File: config.mk
export PLATFORM = sky130hd
export DESIGN_NAME = bfk_ctrl
export DESIGN_NICKNAME = d
export VERILOG_FILES = /design/src/rtl/core/bfk_pkg.sv /design/src/rtl/core/bfk_ctrl.sv
export VERILOG_INCLUDE_DIRS = /design/src /design/src/rtl/core
export SDC_FILE = /design/constraint.sdc
export NUM_CORES = 1
export LEC_CHECK = 0
export BUFFER_PORTS_ARGS = -buffer_cell sky130_fd_sc_hd__buf_2
export CAP_MARGIN = 20
export CORE_AREA = 2 2 49 51
export CTS_CLUSTER_SIZE = 40
export DETAILED_ROUTE_END_ITERATION = 16
export DIE_AREA = 0 0 51 53
export PLACE_DENSITY = 0.66
export SLEW_MARGIN = 20
export SYNTH_ARGS = -nofsm -noshare
export SYNTH_HDL_FRONTEND = slang
export SYNTH_SLANG_ARGS = --single-unit
File: constraint.sdc
create_clock -name clock -period 1.85 [get_ports clock]
set_clock_uncertainty 0.05 [all_clocks]
set_input_delay 0.4625 -clock clock [delete_from_list [all_inputs] [get_ports clock]]
set_output_delay 0.4625 -clock clock [all_outputs]
set_load 0.005 [all_outputs]
File: src/rtl/core/assert_macros.svh
// Assertion macros shared by the vector search core
`ifndef ASSERT_MACROS_SVH
`define ASSERT_MACROS_SVH
`ifndef SYNTH
// property must hold at every clock edge outside reset
`define BFK_ASSERT(name, clk, rst, prop) \
   name: assert property (@(posedge clk) disable iff (rst) prop) \
      else $error("bfk: property violated");
// expression must never be true outside reset
`define BFK_NEVER(name, clk, rst, expr) \
   name: assert property (@(posedge clk) disable iff (rst) !(expr)) \
      else $error("bfk: forbidden condition seen");
`else
`define BFK_ASSERT(name, clk, rst, prop)
`define BFK_NEVER(name, clk, rst, expr)
`endif
`endif

File: src/rtl/core/bfk_pkg.sv
// Shared constants, types and codes of the vector search core
`timescale 1ns / 1ps
`default_nettype none
package bfk_pkg;
   localparam int MAX_DIM     = 128;
   localparam int MAX_VECTORS = 1024;
   localparam int MAX_K       = 16;

   localparam int DIM_W  = $clog2(MAX_DIM);
   localparam int ID_W   = $clog2(MAX_VECTORS);
   localparam int CNT_W  = ID_W + 1;
   localparam int K_W    = $clog2(MAX_K + 1);
   localparam int KI_W   = (MAX_K > 1) ? $clog2(MAX_K) : 1;
   localparam int ADDR_W = ID_W + DIM_W;

   localparam int ELEM_W   = 16;
   localparam int ECNT_W   = 16;
   localparam int LEN_W    = 8;
   localparam int METRIC_W = 2;
   localparam int RC_W     = 5;
   localparam int STATUS_W = 3;
   localparam int VID_W    = 10;
   localparam int SCORE_W  = 48;
   localparam int RSP_DATA_W = ((VID_W + SCORE_W + 7) / 8) * 8;
   localparam int CSR_IDX_W  = 2;
   localparam int CSR_DATA_W = 8;

   localparam int MUL_W  = ELEM_W + 1;
   localparam int PROD_W = 2 * MUL_W;
   // sum of squares of MAX_DIM elements
   localparam int SQ_W   = 2 * ELEM_W + DIM_W - 1;
   localparam int NORM_SHIFT = 22;
   localparam int RAD_W  = ((SQ_W + 16 + 1) / 2) * 2;
   localparam int ROOT_W = RAD_W / 2;
   localparam int NUM_W  = ELEM_W + NORM_SHIFT;

   localparam logic [ECNT_W-1:0]  ECNT_CAP  = '1;
   localparam logic [ELEM_W-1:0]  ELEM_SAT  = {1'b0, {(ELEM_W-1){1'b1}}};
   localparam logic [LEN_W-1:0]   VLEN_RESET = LEN_W'(MAX_DIM);
   localparam logic [RC_W-1:0]    RC_RESET  = RC_W'(1);

   localparam logic [CSR_IDX_W-1:0] CSR_VECTOR_LENGTH = 2'd0;
   localparam logic [CSR_IDX_W-1:0] CSR_METRIC_MODE   = 2'd1;
   localparam logic [CSR_IDX_W-1:0] CSR_RESULT_COUNT  = 2'd2;

   localparam logic [METRIC_W-1:0] METRIC_L2     = 2'd0;
   localparam logic [METRIC_W-1:0] METRIC_COSINE = 2'd2;

   typedef enum logic [STATUS_W-1:0] {
      RSP_MATCH        = 3'd0,
      RSP_INSERTED     = 3'd1,
      RSP_LEN_MISMATCH = 3'd2,
      RSP_FULL         = 3'd3,
      RSP_EMPTY        = 3'd4
   } status_type;

   typedef enum logic [3:0] {
      ST_IDLE,
      ST_DECIDE,
      ST_RESP,
      ST_SQ,
      ST_ROOT,
      ST_NRD,
      ST_NDAT,
      ST_NDIV,
      ST_NWR,
      ST_SCAN_START,
      ST_SCAN,
      ST_EMIT
   } state_type;

   typedef struct packed {
      logic       take;
      logic       clr_count;
      logic       sweep_start;
      logic       scan_sel;
      logic       root_start;
      logic       div_start;
      logic       norm_write;
      logic       best_clear;
      logic       best_insert;
      logic       next_vec;
      logic       load_rsp;
      logic       inc_stored;
      status_type rsp_status;
   } cmd_type;

   typedef struct packed {
      logic len_bad;
      logic op_query;
      logic full;
      logic empty;
      logic cosine;
      logic sweep_done;
      logic zero;
      logic root_done;
      logic div_done;
      logic idx_last;
      logic vec_last;
      logic emit_last;
      logic out_free;
   } stat_type;
endpackage
`default_nettype wire

File: src/rtl/core/bfk_ctrl.sv
// Controller state machine: element intake, normalization, scan and result sequencing
`timescale 1ns / 1ps
`default_nettype none
`include "assert_macros.svh"
module bfk_ctrl (
   input  wire logic               clock,
   input  wire logic               reset,
   input  wire logic               req_tvalid,
   input  wire logic               req_tlast,
   output logic                    req_tready,
   input  wire bfk_pkg::stat_type  st,
   output bfk_pkg::cmd_type        cmd
);
   bfk_pkg::state_type  state_ff, state_in;
   bfk_pkg::status_type code_ff, code_in;

   always_ff @(posedge clock) begin
      if (reset) begin
         state_ff <= bfk_pkg::ST_IDLE;
         code_ff  <= bfk_pkg::RSP_MATCH;
      end else begin
         state_ff <= state_in;
         code_ff  <= code_in;
      end
   end

   // next state
   always_comb begin
      state_in = state_ff;
      code_in  = code_ff;
      case (state_ff)
         bfk_pkg::ST_IDLE:
            if (req_tvalid && req_tlast) state_in = bfk_pkg::ST_DECIDE;
         bfk_pkg::ST_DECIDE: begin
            if (st.len_bad) begin
               code_in  = bfk_pkg::RSP_LEN_MISMATCH;
               state_in = bfk_pkg::ST_RESP;
            end else if (!st.op_query) begin
               if (st.full) begin
                  code_in  = bfk_pkg::RSP_FULL;
                  state_in = bfk_pkg::ST_RESP;
               end else if (st.cosine) begin
                  state_in = bfk_pkg::ST_SQ;
               end else begin
                  code_in  = bfk_pkg::RSP_INSERTED;
                  state_in = bfk_pkg::ST_RESP;
               end
            end else begin
               if (st.empty) begin
                  code_in  = bfk_pkg::RSP_EMPTY;
                  state_in = bfk_pkg::ST_RESP;
               end else if (st.cosine) begin
                  state_in = bfk_pkg::ST_SQ;
               end else begin
                  state_in = bfk_pkg::ST_SCAN_START;
               end
            end
         end
         bfk_pkg::ST_RESP:
            if (st.out_free) state_in = bfk_pkg::ST_IDLE;
         bfk_pkg::ST_SQ:
            if (st.sweep_done) state_in = bfk_pkg::ST_ROOT;
         bfk_pkg::ST_ROOT:
            if (st.zero || st.root_done) state_in = bfk_pkg::ST_NRD;
         bfk_pkg::ST_NRD:
            state_in = bfk_pkg::ST_NDAT;
         bfk_pkg::ST_NDAT:
            state_in = st.zero ? bfk_pkg::ST_NWR : bfk_pkg::ST_NDIV;
         bfk_pkg::ST_NDIV:
            if (st.div_done) state_in = bfk_pkg::ST_NWR;
         bfk_pkg::ST_NWR: begin
            if (!st.idx_last) begin
               state_in = bfk_pkg::ST_NRD;
            end else if (st.op_query) begin
               state_in = bfk_pkg::ST_SCAN_START;
            end else begin
               code_in  = bfk_pkg::RSP_INSERTED;
               state_in = bfk_pkg::ST_RESP;
            end
         end
         bfk_pkg::ST_SCAN_START:
            state_in = bfk_pkg::ST_SCAN;
         bfk_pkg::ST_SCAN:
            if (st.sweep_done && st.vec_last) state_in = bfk_pkg::ST_EMIT;
         bfk_pkg::ST_EMIT:
            if (st.out_free && st.emit_last) state_in = bfk_pkg::ST_IDLE;
         default:
            state_in = bfk_pkg::ST_IDLE;
      endcase
   end

   // outputs
   always_comb begin
      cmd            = '0;
      cmd.rsp_status = code_ff;
      req_tready     = 1'b0;
      case (state_ff)
         bfk_pkg::ST_IDLE: begin
            req_tready = 1'b1;
            cmd.take   = req_tvalid;
         end
         bfk_pkg::ST_DECIDE: begin
            cmd.clr_count   = 1'b1;
            cmd.sweep_start = !st.len_bad && st.cosine
                            && (st.op_query ? !st.empty : !st.full);
         end
         bfk_pkg::ST_RESP: begin
            cmd.load_rsp   = st.out_free;
            cmd.inc_stored = st.out_free && (code_ff == bfk_pkg::RSP_INSERTED);
         end
         bfk_pkg::ST_SQ:
            cmd.root_start = st.sweep_done;
         bfk_pkg::ST_NDAT:
            cmd.div_start = !st.zero;
         bfk_pkg::ST_NWR:
            cmd.norm_write = 1'b1;
         bfk_pkg::ST_SCAN_START: begin
            cmd.best_clear  = 1'b1;
            cmd.sweep_start = 1'b1;
            cmd.scan_sel    = 1'b1;
         end
         bfk_pkg::ST_SCAN: begin
            cmd.scan_sel    = 1'b1;
            cmd.best_insert = st.sweep_done;
            cmd.next_vec    = st.sweep_done && !st.vec_last;
            cmd.sweep_start = st.sweep_done && !st.vec_last;
         end
         bfk_pkg::ST_EMIT: begin
            cmd.load_rsp   = st.out_free;
            cmd.rsp_status = bfk_pkg::RSP_MATCH;
         end
         default: ;
      endcase
   end

   `BFK_ASSERT(a_decide_on_last, clock, reset, (state_ff == bfk_pkg::ST_DECIDE) |-> $past(req_tvalid && req_tlast))
endmodule
`default_nettype wire

Word-level counts from Yosys, hierarchy flattened
Index checks and enable logic that the tools add are counted.

Flip-flop bits (word level): 7. Output and inout bits: 16. Input port bits: 17.

Multiplexer cells: 39. Reductions and logical operators: 19. Eq/ne operators: 23.

Operator list (number): $mux W4 (14); $pmux W4 S12 (1); $mux W3 (8); $ne A2 B2 Y1 const B (9); $eq A4 B3 Y1 const B (4); $eq A4 B4 Y1 const B (4); $mux W1 (13); $eq A4 B2 Y1 const B (2); $logic_and A1 B1 Y1 (7); $reduce_and A7 Y1 (1); $pmux W3 S2 (1); $logic_not A1 Y1 (5); $ne A5 B5 Y1 const B (1); $reduce_and A5 Y1 (1); $eq A4 B1 Y1 const B (1); $logic_not A4 Y1 (1); $ne A4 B4 Y1 const B (1); $reduce_or A2 Y1 (2); $eq A3 B1 Y1 const B (1); $pmux W1 S3 (1); $mux W2 (1); $reduce_bool A2 Y1 (1); $logic_or A1 B1 Y1 (1).

Depth between registers and ports, before layout
Gate-level depths: netlist of run 1.

Word-level depth: 5. Gate-level depth with buffers: 7. Depth with buffers taken out: 6.

Least setup slack after synthesis of run 1
OpenSTA, ideal clock, no wires.

Path type: in2out. Start point: input st[11] in the netlist's numbering. End point: output cmd[12] in the netlist's numbering. Arrival: 1.299 ns. Setup slack: 0.038 ns. Cell stages on the path: 4. Buffers on the path: 0. Cells stage by stage: or3b_1 -> a21oi_1 -> and2_1 -> a211o_1.

RTL lines: from (decl) (line bfk_ctrl.sv:11) `input wire bfk_pkg::stat_type st,`; to (decl) (line bfk_ctrl.sv:12) `output bfk_pkg::cmd_type cmd`.

==> impl_metrics.toml, run 1 <==
[clock_network]
numCtsBuffers = 3
clk_path_buf_depth = 2
cts_root_buf = "clkbuf_4"
cts_hold_buf = 0
clk_pin_slew_ns = 0.05
cts.sinks = 7
clock_latency_ns = 0.25
htree_levels = 1
cts_tree = "yes"

[worst_hold_path]
min_to = "state_ff[1]$_SDFFE_PP0P_"
min_from = "reset"
hold_path_depth = 2
min_path_type = "input port to flop"

[setup_path]
crit_family = "simple AND/OR/NAND/NOR gates"
r2r_slack_ns = 0.08
crit_path_cell_trace = "buf_6 -> or3b_1 -> a21oi_2 -> and2_4 -> a211o_1 -> buf_2"
r2r-end = "state_ff[2]$_SDFFE_PP0P_"
arrival_ns = 1.42
critPathRequiredTime_ns = 1.34
cp_slowest_stage_delay_ns = 0.38
slowest_stage = "or3b_1"
worstSetupPathType = "input port to output pin"
cp-end-kind = "output pin"
reg2reg_from = "state_ff[2]$_SDFFE_PP0P_"
cp-start-kind = "input port"
path_max_fanout = 2
worst-path-buf-inv = 2
ff2ff_path_depth = 7

[yosys]
synth_commonest_cells = "nor2_1, a21oi_1, dfxtp_1, nand2b_1"
synth-compound-area-share_pct = 34.7
synth_nets = 127
synth_xor_area_share_pct = 0
synth_area_per_cell_um2 = 7.54
yosysUniqueCellTypes = 46
synthTopCellsByArea = "dfxtp_1, nor2_1, a21oi_1"
syn_area_um2 = 830
async_flop_share_pct = 0
ys.flop_type = "dfxtp_1"
yosysSeqAreaShare_pct = 16.9
synth_top_family_by_area = "simple AND/OR/NAND/NOR gates"
yosysTopAreaCell = "dfxtp_1"
syn-instance-count = 110
synth_mux_area_share_pct = 3.62
synth_top_area_share_pct = 16.9
yosysWarnings = 0
synth_fa_ha_area_share_pct = 0
synth_edf_count = 0
yosys_register_bits = 7
synth_simple_gate_area_share_pct = 36.2
yosysMostFrequentCell = "nor2_1"

[final_layout]
final-instance-count-excl-fill = 194
syn_to_final_growth_pct = 60.2
fin_area_mm2 = 0.00133
fillerInstances = 199
fin_nets = 184
utilization_pct = 61.9
antenna_cells = 0
drive_gt1_share_pct = 54.2

[drt]
vias = 1077
ant_nets = 0
drt_iter0_drc = 47
firstDrtPassIters = 4
drcViolationCount = 0
wl_per_cell_um = 14.2
vias_per_cell = 5.55
drt_wl_total_mm = 2.76

[timing]
maxSlewHeadroom_pct = 69.5
maxSlewViolCount = 0
timing.final.ws_setup_ns = -0.0875
hold_slack_ns = 0.445
worst_pin_slew_ns = 0.452
fmax_ghz = 0.516
finalSetupViolCount = 1
final.setup.tns_ns = -0.0875
hold_viol = 0
min_period_over_period_pct = 105
period_needed_ns = 1.94
rsz0062_at_grt = "true"

[placed_design]
io_buffers = 32
place_ws_ns = -0.156
dp_cells = 177
dpl_cell_area_mm2 = 0.00109
place.gp.congestion = 0.848
post-dp-hpwl_mm = 1.87

[die]
die_w_um = 51
start_util_pct = 38.6
pin_count = 33
fp-row-count = 17
fp.coreArea_mm2 = 0.00215
die_height_um = 53
die_area_mm2 = 0.00270

[grt]
grt_overflow = 0
grt_pass1_vias = 910
grt_max_degree = 12
use_met2_pct = 36.1
grt_busiest_layer = "met2"
antenna_found_initial = 0
met3_usage_pct = 4.24
grt_first_pass_wirelength_mm = 3.85
use_met1_pct = 21.8
track_usage_pct = 19.0

[outcome]
status = "finished, violations left"
failed_checks = "setup timing"

[pwr]
leakage_nw = 0.594
ir_worst_vdd_mv = 0.642
total_power_mw = 1.31
power_density_mw_per_mm2 = 984

[flow_run]
cap_violations = 0
## layout by cell type (no fill, tap or decap), types with 2 or more instances in the layout
cell,n
o21ai_0,5
nor4_4,2
nand2b_4,3
nor2b_1,2
mux2i_1,3
nand2b_1,5
buf_4,23
inv_2,3
and2_1,4
dfxtp_4,2
nor2_1,13
inv_1,2
nor3_1,5
buf_6,7
or2b_1,2
a311oi_1,2
nand2_1,5
a21oi_1,9
clkbuf_4,3
buf_2,30
dfxtp_1,4
## repair_timing
action                                 CTS  global route
setup buffers                            5             8
setup endpoints to repair               11            10
gates resized for setup                 17            11
endpoints found under the hold margin    0             0
pin swaps                                7             2
## power breakdown
part           switching (mW)  internal (mW)
clock network          0.0574         0.0824
registers              0.0479          0.188
logic                   0.460          0.471
total                   0.565          0.742
## sequential cells by signal, indices dropped and copies added, names as in the netlist
name	cells
code_ff	3
state_ff	4
## how the worst max path moves through the flow
stage / slack [ns] / end / startpoint / cells after the start
floorplan: 0.04 / cmd[12] / st[11] / 4
global placement: -0.14 / cmd[12] / st[11] / 6
detailed placement: -0.16 / cmd[12] / st[11] / 6
CTS: -0.09 / cmd[12] / st[10] / 6
global route: -0.13 / cmd[12] / st[10] / 6
finish: -0.09 / cmd[12] / st[10] / 6
## cell families (layout without fill, tap and decap cells)
kind of cell / Yosys count / count (layout)
DFF: 7 / 7
AOI/OAI and AO/OA: 34 / 34
buffers and inverters: 14 / 70
muxes: 3 / 3
and+or+nand+nor: 52 / 52
## worst register-to-register path, cell delays in order, from the launching register on
cell	delay [ns]
dfxtp_4	0.38
buf_6	0.12
buf_4	0.12
nor4_4	0.04
buf_4	0.14
a2111oi_4	0.41
o2111ai_2	0.20
o31ai_2	0.23
## layout make-up
class                      instances  area (um^2)  share of cell area (%)
clock buffer                       4         26.3                    1.98
inverter                           6         25.0                    1.88
multi-input combinational         89          692                    52.1
sequential                         7          149                    11.2
tap                               28         35.0                    2.64
timing repair buffer              60          402                    30.2
## per-layer routing
metal  share of wire (%)  vias to the layer above
met5                   0                        -
met4                0.36                        0
met3                 7.5                        4
met2                  52                       57
met1                  40                      499
li1                    -                      517
Power figures use the tool's default switching activity.
==> run 2: changes to the inputs <==
Clock period 1.85 ns to 2 ns, I/O delays scaled along.
==> run 2 against run 1 <==
Highest routed layer unchanged. Critical endpoint unchanged. Final cell count is 6.2% lower. Largest power group unchanged. Cell area is 10% lower. First-iteration DRC count is 64% lower. Register-to-register slack better by 0.14 ns. Combinational power is 21% lower. The flow still finishes with violations (setup timing). Die area stayed put. Critical path depth stayed put. Count of clock-buffer cells in the layout stayed put. Non-clock buffer count is 12 lower.
==> impl_metrics.toml, run 2 (synthesized netlist as in run 1, its figures left out) <==
[outcome]
status = "finished, violations left"
failed_checks = "setup timing"

[clock_network]
numCtsBuffers = 3
cts_root_buf = "clkbuf_4"
clock_latency_ns = 0.26
clk_path_buf_depth = 2
cts.sinks = 7
clk_pin_slew_ns = 0.06
cts_tree = "yes"
htree_levels = 1

[drt]
drcViolationCount = 0
firstDrtPassIters = 4
ant_nets = 0
vias_per_cell = 5.38
drt_wl_total_mm = 2.45
vias = 979
drt_iter0_drc = 17
wl_per_cell_um = 13.4

[timing]
final.setup.tns_ns = -0.0360
period_needed_ns = 2.04
hold_viol = 0
min_period_over_period_pct = 102
hold_slack_ns = 0.480
worst_pin_slew_ns = 0.483
maxSlewHeadroom_pct = 67.4
finalSetupViolCount = 1
maxSlewViolCount = 0
fmax_ghz = 0.491
timing.final.ws_setup_ns = -0.0360
rsz0062_at_grt = "true"

[setup_path]
cp-start-kind = "input port"
worstSetupPathType = "input port to output pin"
critPathRequiredTime_ns = 1.45
cp-end-kind = "output pin"
reg2reg_from = "state_ff[3]$_SDFFE_PP0P_"
startpoint = "st[10]"
path_max_fanout = 2
arrival_ns = 1.49

[final_layout]
ff_latch_area_um2 = 143
top_register = "state_ff"
final_cell_mix = "buf_2, nor2_1, buf_4, a21oi_1"
largest_registers = "state_ff: 4 flops, code_ff: 3 flops"
syn_to_final_growth_pct = 44.0
mostFrequentLayoutCell = "buf_2"
antenna_cells = 0
fin_nets = 172
fillerInstances = 222
multi_input_area_um2 = 668
fin_area_mm2 = 0.00119
drive_gt1_share_pct = 49.4
largest_register_ffs = 4

[pwr]
ir_worst_vdd_mv = 0.614
switchingPower_mw = 0.485
switching_share_pct = 44.3
power_density_mw_per_mm2 = 916
power_frac_comb_pct = 67.5
clkPwrFrac_pct = 12.1
leakage_nw = 0.528
internal_power_mw = 0.610
power_frac_seq_pct = 20.5

[grt]
track_usage_pct = 19.4
grt_overflow = 0
grt_first_pass_wirelength_mm = 3.89
grt_max_degree = 14
antenna_found_initial = 0
grt_pass1_vias = 923

[die]
die_height_um = 53
die_area_mm2 = 0.00270
pin_count = 33
die_w_um = 51
fp.coreArea_mm2 = 0.00215
start_util_pct = 38.6
fp-row-count = 17

[worst_hold_path]
min_from = "reset"
min_path_type = "input port to flop"

[placed_design]
io_buffers = 32
post-dp-hpwl_mm = 1.91
dpl_cell_area_mm2 = 0.00107
place.gp.congestion = 0.916

[flow_run]
cap_violations = 0
[run 2: power by group through the flow]
stage / clock network [mW] / registers (mW) / logic [mW]
floorplan: 0 / 0.204 / 0.477
global placement: 0 / 0.211 / 0.654
detailed placement: 0 / 0.212 / 0.671
CTS: 0.135 / 0.217 / 0.705
global route: 0.146 / 0.228 / 0.805
finish: 0.132 / 0.224 / 0.739
[run 2: what timing repair did]
action	CTS	global route
pin swaps	5	2
hold buffers	0	0
setup endpoints to repair	7	8
gates resized for setup	8	8
setup buffers	2	2
[run 2: stage by stage]
step	util (%)	instances	power (mW)	worst slack (ns)
global route	55.6	182	1.18	-0.0660
global placement	49.6	174	0.865	-0.0606
detailed placement	49.6	174	0.883	-0.0750
floorplan	-	110	0.681	0.113
CTS	53.2	180	1.06	-0.0175
finish	55.6	182	1.10	-0.0360
[run 2: path summary, 6_finish.rpt]
| kind | end | slack, ns | cells after the start |
|---|---|---|---|
| worst max register to register | state_ff[2]$_SDFFE_PP0P_ | 0.22 | 6 |
| worst min-delay path | state_ff[0]$_SDFFE_PP0P_ | 0.48 | 2 |
| worst min register to register | code_ff[1]$_SDFFE_PP0P_ | 0.49 | 2 |
| worst max-delay path | cmd[12] | -0.04 | 6 |
[run 2: per-layer routing]
layer	up-vias	wire length [um]	global-route usage, %	part of all wire (%)
li1	495	-	-	-
met1	444	1030	22.7	42
met2	35	1250	35.7	51
met3	5	146	5.65	6.0
met4	0	17	2.25	0.70
met5	-	0	0	0
[run 2: final cells by class]
type	count	area share [%]
Timing Repair Buffer	48	25.1
Sequential cell	7	11.9
Multi-Input combinational cell	89	55.9
Tap cell	28	2.93
Clock buffer	4	2.20
Inverter	6	1.88
[run 2: worst max-delay path: stages]
cell,delay [ns]
buf_6,0.09
or3b_4,0.38
a21oi_2,0.16
and2_4,0.15
a211o_1,0.10
buf_2,0.10
